## src/jses_pkg.sv

```systemverilog
// ----------------------------------------------------------------------------
// jses_pkg
// Types, character codes and classification helpers shared by the JSON
// string escaper with UTF-8 validation.
// ----------------------------------------------------------------------------
`default_nettype none

package jses_pkg;

    localparam int QUEUE_DEPTH = 4;
    localparam int QPTR_W      = $clog2(QUEUE_DEPTH);
    localparam int QCNT_W      = $clog2(QUEUE_DEPTH + 1);
    localparam int RAW_MAX     = 6;

    localparam logic [7:0] BYTE_QUOTE  = 8'h22;
    localparam logic [7:0] BYTE_BSLASH = 8'h5C;
    localparam logic [7:0] BYTE_LF     = 8'h0A;
    localparam logic [7:0] BYTE_CR     = 8'h0D;
    localparam logic [7:0] BYTE_TAB    = 8'h09;
    localparam logic [7:0] BYTE_DEL    = 8'h7F;
    localparam logic [7:0] CHAR_N      = 8'h6E;
    localparam logic [7:0] CHAR_R      = 8'h72;
    localparam logic [7:0] CHAR_T      = 8'h74;
    localparam logic [7:0] CHAR_U      = 8'h75;
    localparam logic [7:0] CHAR_ZERO   = 8'h30;
    localparam logic [7:0] HEX_ALPHA   = 8'h57;
    localparam logic [7:0] REPL_0      = 8'hEF;
    localparam logic [7:0] REPL_1      = 8'hBF;
    localparam logic [7:0] REPL_2      = 8'hBD;
    localparam logic [7:0] LEAD_E0     = 8'hE0;
    localparam logic [7:0] LEAD_ED     = 8'hED;
    localparam logic [7:0] LEAD_F0     = 8'hF0;
    localparam logic [7:0] LEAD_F4     = 8'hF4;

    localparam logic [1:0] PHASE_0 = 2'd0;
    localparam logic [1:0] PHASE_1 = 2'd1;
    localparam logic [1:0] PHASE_2 = 2'd2;

    typedef struct packed {
        logic [7:0] in_byte;
        logic       end_of_text;
    } t_in;

    typedef struct packed {
        logic [7:0] out_byte;
        logic       run_last;
        logic       text_done;
    } t_out;

    typedef struct packed {
        logic [2:0]                fffd_cnt;
        logic [2:0]                raw_cnt;
        logic [RAW_MAX-1:0][7:0]   raw;
        logic                      end_flag;
    } t_cmd;

    typedef struct packed {
        logic                      hold;
        logic [2:0]                seq_len;
        logic                      fffd;
        logic [2:0]                raw_cnt;
        logic [RAW_MAX-1:0][7:0]   raw;
    } t_fresh;

    function automatic logic [7:0] f_hex(input logic [3:0] d);
        if (d < 4'd10) begin
            return CHAR_ZERO + {4'h0, d};
        end
        return HEX_ALPHA + {4'h0, d};
    endfunction

    function automatic logic [2:0] f_lead_len(input logic [7:0] b);
        if (b inside {[8'hC2:8'hDF]}) begin
            return 3'd2;
        end else if (b inside {[8'hE0:8'hEF]}) begin
            return 3'd3;
        end else if (b inside {[8'hF0:8'hF4]}) begin
            return 3'd4;
        end
        return 3'd0;
    endfunction

    function automatic logic f_second_ok(input logic [7:0] lead, input logic [7:0] b);
        case (lead)
            LEAD_E0: return b inside {[8'hA0:8'hBF]};
            LEAD_ED: return b inside {[8'h80:8'h9F]};
            LEAD_F0: return b inside {[8'h90:8'hBF]};
            LEAD_F4: return b inside {[8'h80:8'h8F]};
            default: return b inside {[8'h80:8'hBF]};
        endcase
    endfunction

    function automatic t_fresh f_fresh(input logic [7:0] b, input logic last);
        t_fresh     f;
        logic [2:0] len;
        f   = '0;
        len = f_lead_len(b);
        if (b == BYTE_QUOTE || b == BYTE_BSLASH) begin
            f.raw_cnt = 3'd2;
            f.raw[0]  = BYTE_BSLASH;
            f.raw[1]  = b;
        end else if (b == BYTE_LF) begin
            f.raw_cnt = 3'd2;
            f.raw[0]  = BYTE_BSLASH;
            f.raw[1]  = CHAR_N;
        end else if (b == BYTE_CR) begin
            f.raw_cnt = 3'd2;
            f.raw[0]  = BYTE_BSLASH;
            f.raw[1]  = CHAR_R;
        end else if (b == BYTE_TAB) begin
            f.raw_cnt = 3'd2;
            f.raw[0]  = BYTE_BSLASH;
            f.raw[1]  = CHAR_T;
        end else if (b < 8'h20 || b == BYTE_DEL) begin
            f.raw_cnt = 3'd6;
            f.raw[0]  = BYTE_BSLASH;
            f.raw[1]  = CHAR_U;
            f.raw[2]  = CHAR_ZERO;
            f.raw[3]  = CHAR_ZERO;
            f.raw[4]  = f_hex(b[7:4]);
            f.raw[5]  = f_hex(b[3:0]);
        end else if (b < 8'h80) begin
            f.raw_cnt = 3'd1;
            f.raw[0]  = b;
        end else if (len == 3'd0 || last) begin
            f.fffd = 1'b1;
        end else begin
            f.hold    = 1'b1;
            f.seq_len = len;
        end
        return f;
    endfunction

endpackage

`default_nettype wire

```

## src/jses_front.sv

```systemverilog
// ----------------------------------------------------------------------------
// jses_front
// Accepts text bytes, tracks the pending UTF-8 sequence and turns each request
// that is not only held into an output command for the queue.
// ----------------------------------------------------------------------------
`default_nettype none

module jses_front (
    input  wire logic           i_clk,
    input  wire logic           i_rst_n,
    input  wire logic           i_valid,
    output logic                o_stall,
    input  wire jses_pkg::t_in  i_req,
    input  wire logic           i_full,
    output logic                o_push,
    output jses_pkg::t_cmd      o_cmd
);
    import jses_pkg::*;

    logic [7:0] r_held [0:2];
    logic [1:0] r_held_cnt, n_held_cnt;
    logic [2:0] r_seq_len, n_seq_len;

    logic       accept;
    logic       held;
    logic       ok;
    logic [2:0] cnt_p1;
    logic       held_we;
    logic [1:0] held_widx;
    t_fresh     fr;
    t_cmd       cmd;

    assign o_stall = i_full;
    assign accept  = i_valid && !i_full;
    assign held    = r_held_cnt != 2'd0;
    assign cnt_p1  = {1'b0, r_held_cnt} + 3'd1;
    assign ok      = (r_held_cnt == 2'd1) ? f_second_ok(r_held[0], i_req.in_byte)
                                          : (i_req.in_byte[7:6] == 2'b10);
    assign fr      = f_fresh(i_req.in_byte, i_req.end_of_text);

    always_comb begin
        cmd          = '0;
        cmd.end_flag = i_req.end_of_text;
        n_held_cnt   = r_held_cnt;
        n_seq_len    = r_seq_len;
        held_we      = 1'b0;
        held_widx    = r_held_cnt;
        if (held && ok) begin
            if (cnt_p1 == r_seq_len) begin
                for (int i = 0; i < 3; i++) begin
                    cmd.raw[i] = (2'(i) < r_held_cnt) ? r_held[i] : i_req.in_byte;
                end
                cmd.raw[3]  = i_req.in_byte;
                cmd.raw_cnt = cnt_p1;
                n_held_cnt  = 2'd0;
                n_seq_len   = 3'd0;
            end else if (i_req.end_of_text) begin
                cmd.fffd_cnt = cnt_p1;
                n_held_cnt   = 2'd0;
                n_seq_len    = 3'd0;
            end else begin
                held_we    = 1'b1;
                n_held_cnt = cnt_p1[1:0];
            end
        end else begin
            cmd.fffd_cnt = (held ? {1'b0, r_held_cnt} : 3'd0) + {2'b00, fr.fffd};
            cmd.raw_cnt  = fr.raw_cnt;
            cmd.raw      = fr.raw;
            if (fr.hold) begin
                held_we    = 1'b1;
                held_widx  = 2'd0;
                n_held_cnt = 2'd1;
                n_seq_len  = fr.seq_len;
            end else begin
                n_held_cnt = 2'd0;
                n_seq_len  = 3'd0;
            end
        end
    end

    assign o_push = accept && (cmd.fffd_cnt != 3'd0 || cmd.raw_cnt != 3'd0);
    assign o_cmd  = cmd;

    always_ff @(posedge i_clk) begin
        if (accept && held_we) begin
            r_held[held_widx] <= i_req.in_byte;
        end
    end

    always_ff @(posedge i_clk) begin
        if (!i_rst_n) begin
            r_held_cnt <= 2'd0;
            r_seq_len  <= 3'd0;
        end else if (accept) begin
            r_held_cnt <= n_held_cnt;
            r_seq_len  <= n_seq_len;
        end
    end

`ifndef NO_ASSERTIONS
    a_held_below_len: assert property (@(posedge i_clk) disable iff (!i_rst_n)
        (r_held_cnt != 2'd0) |-> ({1'b0, r_held_cnt} < r_seq_len))
        else $error("held count not below sequence length");
    a_empty_no_len: assert property (@(posedge i_clk) disable iff (!i_rst_n)
        (r_held_cnt == 2'd0) |-> (r_seq_len == 3'd0))
        else $error("sequence length set with nothing held");
    a_end_pushes: assert property (@(posedge i_clk) disable iff (!i_rst_n)
        (accept && i_req.end_of_text) |-> o_push)
        else $error("final byte produced no output");
`endif

endmodule

`default_nettype wire

```

## src/jses_queue.sv

```systemverilog
// ----------------------------------------------------------------------------
// jses_queue
// Short command queue that decouples the classifier from the serializer.
// ----------------------------------------------------------------------------
`default_nettype none

module jses_queue (
    input  wire logic           i_clk,
    input  wire logic           i_rst_n,
    input  wire logic           i_push,
    input  wire jses_pkg::t_cmd i_cmd,
    output logic                o_full,
    input  wire logic           i_pop,
    output jses_pkg::t_cmd      o_cmd,
    output logic                o_empty
);
    import jses_pkg::*;

    t_cmd              r_mem [0:QUEUE_DEPTH-1];
    logic [QPTR_W-1:0] r_wr_ptr;
    logic [QPTR_W-1:0] r_rd_ptr;
    logic [QCNT_W-1:0] r_count;

    assign o_full  = r_count == QCNT_W'(QUEUE_DEPTH);
    assign o_empty = r_count == '0;
    assign o_cmd   = r_mem[r_rd_ptr];

    always_ff @(posedge i_clk) begin
        if (i_push) begin
            r_mem[r_wr_ptr] <= i_cmd;
        end
    end

    always_ff @(posedge i_clk) begin
        if (!i_rst_n) begin
            r_wr_ptr <= '0;
            r_rd_ptr <= '0;
            r_count  <= '0;
        end else begin
            if (i_push) begin
                r_wr_ptr <= r_wr_ptr + QPTR_W'(1);
            end
            if (i_pop) begin
                r_rd_ptr <= r_rd_ptr + QPTR_W'(1);
            end
            if (i_push && !i_pop) begin
                r_count <= r_count + QCNT_W'(1);
            end else if (i_pop && !i_push) begin
                r_count <= r_count - QCNT_W'(1);
            end
        end
    end

`ifndef NO_ASSERTIONS
    a_no_overflow: assert property (@(posedge i_clk) disable iff (!i_rst_n)
        !(i_push && o_full))
        else $error("push into full queue");
    a_no_underflow: assert property (@(posedge i_clk) disable iff (!i_rst_n)
        !(i_pop && o_empty))
        else $error("pop from empty queue");
    a_count_range: assert property (@(posedge i_clk) disable iff (!i_rst_n)
        r_count <= QCNT_W'(QUEUE_DEPTH))
        else $error("queue count out of range");
`endif

endmodule

`default_nettype wire

```

## src/jses_back.sv

```systemverilog
// ----------------------------------------------------------------------------
// jses_back
// Serializer: expands one queued command into replacement characters and
// literal bytes, one output byte per cycle while the output is not stalled.
// ----------------------------------------------------------------------------
`default_nettype none

module jses_back (
    input  wire logic           i_clk,
    input  wire logic           i_rst_n,
    input  wire jses_pkg::t_cmd i_cmd,
    input  wire logic           i_empty,
    output logic                o_pop,
    output logic                o_valid,
    input  wire logic           i_stall,
    output jses_pkg::t_out      o_req
);
    import jses_pkg::*;

    logic       r_busy;
    t_cmd       r_cmd;
    logic [2:0] r_fffd_left;
    logic [1:0] r_phase;
    logic [2:0] r_raw_idx;

    logic       fffd_active;
    logic       last;
    logic       accept;
    logic       done;
    logic       take;
    logic [7:0] byte_out;

    assign fffd_active = r_fffd_left != 3'd0;
    assign last = fffd_active
                ? (r_fffd_left == 3'd1 && r_phase == PHASE_2 && r_cmd.raw_cnt == 3'd0)
                : (r_raw_idx == r_cmd.raw_cnt - 3'd1);
    assign accept = r_busy && !i_stall;
    assign done   = accept && last;
    assign take   = (!r_busy || done) && !i_empty;
    assign o_pop  = take;

    always_comb begin
        if (fffd_active) begin
            case (r_phase)
                PHASE_0: byte_out = REPL_0;
                PHASE_1: byte_out = REPL_1;
                default: byte_out = REPL_2;
            endcase
        end else begin
            byte_out = r_cmd.raw[r_raw_idx];
        end
    end

    assign o_valid          = r_busy;
    assign o_req.out_byte   = byte_out;
    assign o_req.run_last   = last;
    assign o_req.text_done  = last && r_cmd.end_flag;

    always_ff @(posedge i_clk) begin
        if (take) begin
            r_cmd <= i_cmd;
        end
    end

    always_ff @(posedge i_clk) begin
        if (!i_rst_n) begin
            r_busy      <= 1'b0;
            r_fffd_left <= 3'd0;
            r_phase     <= PHASE_0;
            r_raw_idx   <= 3'd0;
        end else if (take) begin
            r_busy      <= 1'b1;
            r_fffd_left <= i_cmd.fffd_cnt;
            r_phase     <= PHASE_0;
            r_raw_idx   <= 3'd0;
        end else if (done) begin
            r_busy <= 1'b0;
        end else if (accept) begin
            if (fffd_active) begin
                if (r_phase == PHASE_2) begin
                    r_phase     <= PHASE_0;
                    r_fffd_left <= r_fffd_left - 3'd1;
                end else begin
                    r_phase <= r_phase + 2'd1;
                end
            end else begin
                r_raw_idx <= r_raw_idx + 3'd1;
            end
        end
    end

`ifndef NO_ASSERTIONS
    a_phase_range: assert property (@(posedge i_clk) disable iff (!i_rst_n)
        r_busy |-> (r_phase != 2'd3))
        else $error("replacement phase out of range");
    a_raw_in_range: assert property (@(posedge i_clk) disable iff (!i_rst_n)
        (r_busy && !fffd_active) |-> (r_raw_idx < r_cmd.raw_cnt))
        else $error("raw byte index past command length");
    a_cmd_nonempty: assert property (@(posedge i_clk) disable iff (!i_rst_n)
        take |=> (r_fffd_left != 3'd0 || r_cmd.raw_cnt != 3'd0))
        else $error("empty command loaded");
    a_stall_holds: assert property (@(posedge i_clk) disable iff (!i_rst_n)
        (r_busy && i_stall) |=> (r_busy && $stable(byte_out)))
        else $error("stalled output byte changed");
`endif

endmodule

`default_nettype wire

```

## src/json_string_escape_utf8_sanitize_core.sv

```systemverilog
// ----------------------------------------------------------------------------
// json_string_escape_utf8_sanitize_core
// JSON string escaper with UTF-8 validation: escapes quotes, backslashes and
// control bytes, holds multi-byte sequences until complete, and replaces
// malformed input with U+FFFD.
// ----------------------------------------------------------------------------
//  Channel   Direction  Valid        Stall        Request
//  input     in         i_in_valid   o_in_stall   i_in_req  (in_byte, end_of_text)
//  output    out        o_out_valid  i_out_stall  o_out_req (out_byte, run_last, text_done)
//
//  The classifier takes one text byte per cycle while the four-entry command
//  queue has room. The serializer sends one output byte per cycle while the
//  output is not stalled; a queued command expands to 1 to 15 output bytes.
//  The first output byte of a request is registered in the command queue and
//  then in the serializer before it is valid.
//  Reset is synchronous and clears the pending sequence, queue and serializer.
//  Output stall fills the queue and then raises input stall.
// ----------------------------------------------------------------------------
`default_nettype none

module json_string_escape_utf8_sanitize_core (
    input  wire logic           i_clk,
    input  wire logic           i_rst_n,
    input  wire logic           i_in_valid,
    output logic                o_in_stall,
    input  wire jses_pkg::t_in  i_in_req,
    output logic                o_out_valid,
    input  wire logic           i_out_stall,
    output jses_pkg::t_out      o_out_req
);
    import jses_pkg::*;

    logic push;
    logic full;
    logic pop;
    logic empty;
    t_cmd push_cmd;
    t_cmd head_cmd;

    jses_front u_front (
        .i_clk   (i_clk),
        .i_rst_n (i_rst_n),
        .i_valid (i_in_valid),
        .o_stall (o_in_stall),
        .i_req   (i_in_req),
        .i_full  (full),
        .o_push  (push),
        .o_cmd   (push_cmd)
    );

    jses_queue u_queue (
        .i_clk   (i_clk),
        .i_rst_n (i_rst_n),
        .i_push  (push),
        .i_cmd   (push_cmd),
        .o_full  (full),
        .i_pop   (pop),
        .o_cmd   (head_cmd),
        .o_empty (empty)
    );

    jses_back u_back (
        .i_clk   (i_clk),
        .i_rst_n (i_rst_n),
        .i_cmd   (head_cmd),
        .i_empty (empty),
        .o_pop   (pop),
        .o_valid (o_out_valid),
        .i_stall (i_out_stall),
        .o_req   (o_out_req)
    );

endmodule

`default_nettype wire

```

## config.mk

```make
export PLATFORM = sky130hd
export DESIGN_NAME = json_string_escape_utf8_sanitize_core
export DESIGN_NICKNAME = d
export VERILOG_FILES = /design/src/jses_pkg.sv /design/src/jses_front.sv /design/src/jses_queue.sv /design/src/jses_back.sv /design/src/json_string_escape_utf8_sanitize_core.sv
export SDC_FILE = /design/constraint.sdc
export NUM_CORES = 1
export LEC_CHECK = 0
export ABC_AREA = 0
export ABC_CLOCK_PERIOD_IN_PS = 9500
export CORE_MARGIN = 2
export CORE_UTILIZATION = 35
export DETAILED_ROUTE_END_ITERATION = 12
export DONT_BUFFER_PORTS = 1
export GPL_TIMING_DRIVEN = 0
export PLACE_DENSITY = 0.52
export SYNTH_ARGS = -nofsm -noshare
export SYNTH_HDL_FRONTEND = slang
export SYNTH_HIERARCHICAL = 1
export SYNTH_SLANG_ARGS = --single-unit
```

## constraint.sdc

```tcl
create_clock -name i_clk -period 9.5 [get_ports i_clk]
set_input_delay 0.475 -clock i_clk [delete_from_list [all_inputs] [get_ports i_clk]]
set_output_delay 0.475 -clock i_clk [all_outputs]
set_load 0.005 [all_outputs]
```

==> impl_summary.txt, run 1 <==
----------------------------------------------------
[Worst setup path]
  Data arrival time at the worst-slack endpoint ... 5.14 ns
  Type of element launching the critical path ... flop
  Buf/Inv on CP ... 3
  List of cells traversed by the critical path ... buf_1 -> inv_1 -> ha_1 -> nor2b_1 -> nand4_1 -> o31ai_2 -> a31o_4 -> mux2_4 -> a21oi_2 -> ha_1 -> inv_1 -> fa_1 -> xor2_1 -> or3_1 -> a21boi_0
  Critical Path Sink Type ... flop
  CP delay by family, top ... compound AO/OA/AOI/OAI gates
  Worst path required time ... 9.93 ns
  Worst-path fanout max ... 10
  Slowest-stage cell, CP ... sky130_fd_sc_hd__buf_1
  Delay contributed by the slowest stage of the critical path ... 0.58 ns
  Class of the most critical setup path ... reg -> reg

[Clocking]
  CTS H-tree depth ... 2
  Clock buffer count from CTS ... 35
  Skew-Pair Late Insertion Delay ... 0.52 ns
  Clock-pin slew on the worst setup and hold paths ... 0.06 ns
  CTS root buf ... sky130_fd_sc_hd__clkbuf_16
  Hold buffer count at cts ... 0
  TritonCTS clock tree ... yes
  Clock Sinks ... 319
  Resized cells post-CTS ... 0
  Postcts setup bufs ... 0
  Deepest clock path buffer count ... 3

[GRT]
  Gr usage total ... 14.8%
  Wire length of the first global-routing pass ... 44,900 um
  Vias in the first global route ... 6,985
  Aggregate global routing overflow ... 0
  Initial antenna violation count ... 0
  Pin count of the biggest net entering global routing ... 54

[Logic synthesis]
  Gate count after technology mapping ... 753
  Post-synthesis async set-or-reset flop share ... 0%
  Number of distinct library cell variants in the gate-level netlist after synthesis ... 81
  Synthesized cell area ... 13,500 um^2
  Average cell area after synthesis ... 17.9 um^2
  EDFF count, synth ... 296
  Number of warnings reported in the yosys synthesis log ... 6
  Post-synthesis register bit count ... 319
  Main flop type after synthesis ... sky130_fd_sc_hd__edfxtp_1
  Portion of the post-synthesis area used by sequential elements ... 69.2%

[STA]
  RSZ-0062 raised after global routing ... false
  Slew @ Worst Pin ... 1.21 ns
  Worst hold slack ... 0.0577 ns
  Fmax ... 212 MHz
  Remaining max-slew budget at the tightest pin ... 18.5%
  Final critical-path setup slack ... 4.79 ns
  Period minus WS final ... 4.71 ns
  Hold Fails Final Rpt ... 0
  Finish-stage setup viols ... 0
  Total negative slack for setup checks ... 0 ns
  Final period util ... 49.6%
  Max Transition Viols Final ... 0
  Final Skew ... 0.0169 ns

[Floorplan]
  Vert. Die Dim ... 200 um
  Die Outline Area ... 40,200 um^2
  Initial Util ... 35.7%
  Floorplan core area ... 37,800 um^2
  Horizontal die dimension ... 200 um
  Std cell rows ... 71
  I/O pin count ... 25

[Worst hold path]
  Hold Crit Class ... in -> reg

[Cells and area]
  Leading cell type in the layout, fill and taps excluded ... sky130_fd_sc_hd__edfxtp_1
  Filler cells ... 3,432
  Layout cells sized above 1 ... 22.0%
  Most used cells in the layout excluding fill and tap cells ... 296 x sky130_fd_sc_hd__edfxtp_1, 58 x sky130_fd_sc_hd__mux4_2, 40 x sky130_fd_sc_hd__nor2_1
  Layout overhead on the synthesized area ... 14.8%
  Fin nets ... 843
  Diode insertion count for antenna repair ... 0
  Area of all placed cells without fillers ... 15,500 um^2

[Run]
  Max-Cap Viols ... 0

[Detailed routing]
  Via density per instance ... 5.08
  Pre-antenna DRT Iters ... 5
  Count of routing violations after the opening detailed-route iteration ... 580
  Total wire length ... 29,400 um
  Post-detailed-route wirelength per cell ... 22.0 um
  Detail Route Antenna Nets ... 0
  Via total after detailed routing ... 6,808
  Number of design rule violations left after detail routing ... 0

[Status]
  Result of the run ... finished, final reports clean

[Place]
  Final weighted congestion of routability-driven global placement ... 0.804
  Count of buffers inserted at the top-level ports ... 0
  Worst slack, placed ... 4.62 ns
  Hpwl dp ... 19,600 um
  Cell Area, Placed ... 14,400 um^2

[Pwr]
  Peak supply drop ... 0.000122 V
  Power per Cell Area ... 265 nW/um^2
  Pleak ... 5.14 nW

----------------------------------------------------
-- layout make-up --
| type | count | area (um^2) | share of cell area [%] |
|---|---|---|---|
| multi-input cells | 369 | 3780 | 24.4 |
| clock buffers | 47 | 972 | 6.27 |
| inverters | 31 | 116 | 0.751 |
| plain buffers | 38 | 297 | 1.91 |
| clock inverters | 16 | 166 | 1.07 |
| well taps | 511 | 639 | 4.12 |
| flip-flops and latches | 319 | 9350 | 60.3 |
| repair buffers | 9 | 188 | 1.21 |
-- through the flow --
| stage | cells | power (mW) | util [%] |
|---|---|---|---|
| floorplan | 757 | 2.51 | - |
| global placement | 1268 | 2.78 | 37.4 |
| detailed placement | 1277 | 2.83 | 37.9 |
| CTS | 1340 | 4.17 | 41.0 |
| global route | 1340 | 4.30 | 41.0 |
| finish | 1340 | 4.11 | 41.0 |
-- power by group --
part | internal (mW) | total (mW) | switching, mW
Combinational | 0.415 | 0.884 | 0.469
Clock | 0.802 | 1.34 | 0.535
Sequential | 1.81 | 1.89 | 0.0805
-- synthesized netlist by cell type, drive strengths merged (5+ instances only) --
cell type,instances,area [um^2]
ha,26,325
a21oi,20,119
nor2,40,150
a221o,9,91.3
nand3b,5,37.5
nand2,18,67.6
mux4,63,1440
and2,11,68.8
dfxtp,23,460
edfxtp,296,8890
clkbuf,8,31.3
nand4,12,75.1
xnor2,8,70.1
nor2b,8,52.6
xor2,7,61.3
mux2i,28,280
or2,5,31.3
mux2,10,120
buf,30,265
inv,30,113
nand2b,6,37.5
o21ai,19,95.1
-- metal layers --
metal,part of all wire [%],vias up,track usage [%]
li1,-,3107,-
met1,46,3507,20.7
met2,47,152,23.8
met3,5.0,42,2.99
met4,1.8,0,3.78
met5,0,-,0
-- cell families (layout without fill, tap and decap cells) --
logic type | Yosys count | after routing | synth area share (%)
buffers and inverters | 69 | 141 | 3.06
adder cells (fa/ha/maj) | 27 | 27 | 2.56
AO/OA/AOI/OAI | 87 | 87 | 4.99
XOR/XNOR | 15 | 15 | 0.973
multiplexers | 101 | 101 | 13.6
other | 1 | 5 | 0.0278
flip-flops | 319 | 319 | 69.2
AND/OR/NAND/NOR | 134 | 134 | 5.53
-- path summary, 6_finish.rpt --
path	start	to	slack (ns)	cells past startpoint
setup / recovery	u_front/r_held_cnt[1]	u_queue/r_count[2]	4.79	15
hold / removal	i_in_req[6]	u_front/r_held[2][5]	0.06	0
setup reg to reg	u_front/r_held_cnt[1]	u_queue/r_count[2]	4.79	15
hold reg to reg	u_front/r_seq_len[0]	u_front/r_seq_len[0]	0.47	2
-- flip-flops by register name, indices dropped and copies added (netlist names), named ones only --
signal / count
u_back/o_valid: 1
u_front/r_seq_len: 3
u_queue/r_wr_ptr: 2
u_back/r_cmd: 52
u_back/r_phase: 2
u_queue/r_rd_ptr: 2
u_queue/r_count: 3
u_front/r_held_cnt: 2
u_back/r_raw_idx: 3
u_front/r_held: 24
u_queue/r_mem: 220
u_back/r_fffd_left: 3
Note: power is estimated with default switching activity, not from simulation.
==> inputs of run 2 (changes only) <==
Settings changed: ABC_CLOCK_PERIOD_IN_PS 9500 to 4660.
Clock period 9.5 ns to 4.66 ns, I/O delays scaled along.
==> run 2 against run 1 <==
Effect of this change: critical path depth unchanged; clock-buffer cell count unchanged; wire length increased by 1.4%; critical path type unchanged.
==> impl_summary.txt, run 2 (synthesized netlist as in run 1, its figures left out) <==
----------------------------------------------------
[Status]
  Result of the run ... finished, final reports clean

[Worst setup path]
  Type of element launching the critical path ... flop
  Worst-path fanout max ... 10 (unchanged)
  Critical Path Sink Type ... flop
  Depth of the worst register-to-register path ... 15 (unchanged)
  Data arrival time at the worst-slack endpoint ... 4.82 ns (-0.32 ns)
  Worst path required time ... 5.09 ns (-4.84 ns)
  Class of the most critical setup path ... reg -> reg

[Clocking]
  Skew-Pair Late Insertion Delay ... 0.52 ns (about the same)
  Deepest clock path buffer count ... 3 (unchanged)
  CTS root buf ... sky130_fd_sc_hd__clkbuf_16
  TritonCTS clock tree ... yes
  Clock Sinks ... 319 (unchanged)
  CTS H-tree depth ... 2 (unchanged)
  Postcts setup bufs ... 0 (unchanged)
  Clock-pin slew on the worst setup and hold paths ... 0.06 ns (about the same)
  Clock buffer count from CTS ... 35 (unchanged)

[Floorplan]
  Std cell rows ... 71 (unchanged)
  Vert. Die Dim ... 200 um (unchanged)
  Die Outline Area ... 40,200 um^2 (unchanged)
  I/O pin count ... 25 (unchanged)
  Floorplan core area ... 37,800 um^2 (unchanged)
  Horizontal die dimension ... 200 um (unchanged)
  Initial Util ... 35.7% (unchanged)

[STA]
  Hold Fails Final Rpt ... 0 (unchanged)
  Total negative slack for setup checks ... 0 ns (unchanged)
  Slew @ Worst Pin ... 1.20 ns (-0.0161 ns)
  Worst hold slack ... 0.0477 ns (-0.0100 ns)
  Period minus WS final ... 4.38 ns (-0.332 ns)
  Final period util ... 94.0% (+44 points)
  Finish-stage setup viols ... 0 (unchanged)
  Max Transition Viols Final ... 0 (unchanged)
  Remaining max-slew budget at the tightest pin ... 19.6% (+1.1 points)
  RSZ-0062 raised after global routing ... false
  Final Skew ... 0.0162 ns (-0.000651 ns)
  Fmax ... 228 MHz (+7.6%)

[GRT]
  Vias in the first global route ... 6,995 (+0.14%)
  Wire length of the first global-routing pass ... 45,500 um (+1.4%)
  Gr usage total ... 15.1% (+0.23 points)
  Pin count of the biggest net entering global routing ... 54 (unchanged)
  Initial antenna violation count ... 0 (unchanged)
  Aggregate global routing overflow ... 0 (unchanged)

[Cells and area]
  Post-layout utilization of the core ... 41.3% (+0.29 points)
  Fin nets ... 854 (+1.3%)
  Register bank with the most flops ... u_queue/r_mem
  Most used cells in the layout excluding fill and tap cells ... 296 x sky130_fd_sc_hd__edfxtp_1, 58 x sky130_fd_sc_hd__mux4_2, 40 x sky130_fd_sc_hd__nor2_1
  Layout overhead on the synthesized area ... 15.7%
  Largest register FFs ... 220 (unchanged)
  Diode insertion count for antenna repair ... 0 (unchanged)
  Largest registers ... u_queue/r_mem (220), u_back/r_cmd (52), u_front/r_held (24)
  Post-route insts no fill ... 1,351 (+0.82%)
  Leading cell type in the layout, fill and taps excluded ... sky130_fd_sc_hd__edfxtp_1
  Layout cells sized above 1 ... 21.8% (-0.17 points)

[Detailed routing]
  Number of design rule violations left after detail routing ... 0 (unchanged)
  Count of routing violations after the opening detailed-route iteration ... 587 (+1.2%)
  Pre-antenna DRT Iters ... 5 (unchanged)
  Detail Route Antenna Nets ... 0 (unchanged)
  Total wire length ... 29,900 um (+1.4%)
  Via density per instance ... 5.06 (-0.33%)
  Via total after detailed routing ... 6,841 (+0.48%)
  Post-detailed-route wirelength per cell ... 22.1 um (+0.62%)

[Worst hold path]
  Hold Crit Class ... in -> reg
  Number of stages on the worst hold path ... 1 (+1)

[Pwr]
  Peak supply drop ... 0.000248 V (+100%)
  Pleak ... 5.19 nW (+0.98%)
  Power per Cell Area ... 537 nW/um^2 (+100%)

[Place]
  Inst Count DP ... 1,277 (unchanged)
  Count of buffers inserted at the top-level ports ... 0 (unchanged)
  Hpwl dp ... 19,600 um (unchanged)
  Final weighted congestion of routability-driven global placement ... 0.804 (unchanged)

[Run]
  Max-Cap Viols ... 0 (unchanged)

----------------------------------------------------
==> run 2: worst paths after layout <==
| check | from | endpoint | slack (ns) |
|---|---|---|---|
| setup / recovery | u_front/r_held_cnt[1] | u_queue/r_count[2] | 0.28 |
| hold / removal | i_in_req[1] | u_queue/r_mem[1][1] | 0.05 |
| setup reg to reg | u_front/r_held_cnt[1] | u_queue/r_count[2] | 0.28 |
| hold reg to reg | u_front/r_seq_len[0] | u_front/r_seq_len[0] | 0.47 |
==> run 2: per-stage QoR <==
step                      power, mW  area (um^2)  setup slack (ns)
after CTS                      8.52        15600             0.274
after global routing           8.79        15600            0.0456
after floorplan                5.11        13500             0.263
final                          8.39        15600             0.278
after detailed placement       5.76        14400           -0.0138
after global placement         5.66        14200             -1.66
==> run 2: critical path, cell delays in order (launching register included) <==
cell and delay [ns]:
sky130_fd_sc_hd__dfxtp_1 0.50, sky130_fd_sc_hd__buf_2 0.36, sky130_fd_sc_hd__inv_1 0.17, sky130_fd_sc_hd__ha_1 0.31, sky130_fd_sc_hd__nor2b_1 0.28, sky130_fd_sc_hd__nand4_1 0.14, sky130_fd_sc_hd__o31ai_2 0.36, sky130_fd_sc_hd__a31o_4 0.20
sky130_fd_sc_hd__mux2_4 0.31, sky130_fd_sc_hd__a21oi_2 0.33, sky130_fd_sc_hd__ha_1 0.25, sky130_fd_sc_hd__inv_1 0.06, sky130_fd_sc_hd__fa_1 0.37, sky130_fd_sc_hd__xor2_1 0.17, sky130_fd_sc_hd__or3_1 0.30, sky130_fd_sc_hd__a21boi_0 0.17
==> run 2: final cells by class <==
cell class              instances  area [um^2]
plain buffers                  38          298
clock buffers                  47          972
clock inverters                16          166
fillers                      3436        22200
inverters                      31          116
multi-input cells             369         3780
flip-flops and latches        319         9350
well taps                     511          639
repair buffers                 20          298
==> run 2: timing repair <==
item | 4_1_cts | 5_1_grt
endpoints found under the setup margin | 1 | 0
hold buffers | 11 | 0
hold endpoints to repair | 46 | 0
gates resized for setup | 1 | 0
==> run 2: power breakdown <==
group	internal [mW]	switching, mW	leakage (nW)
Sequential	3.69	0.162	2.93
Clock	1.64	1.09	0.558
Combinational	0.852	0.962	1.70
==> run 2: routing by layer <==
layer | share of wire (%) | wire length [um] | global-route usage (%) | up-vias
li1 | - | - | - | 3128
met4 | 1.8 | 525 | 3.81 | 0
met2 | 47 | 14100 | 24.0 | 160
met3 | 5.0 | 1500 | 2.95 | 44
met5 | 0 | 0 | 0 | -
met1 | 46 | 13800 | 21.3 | 3509
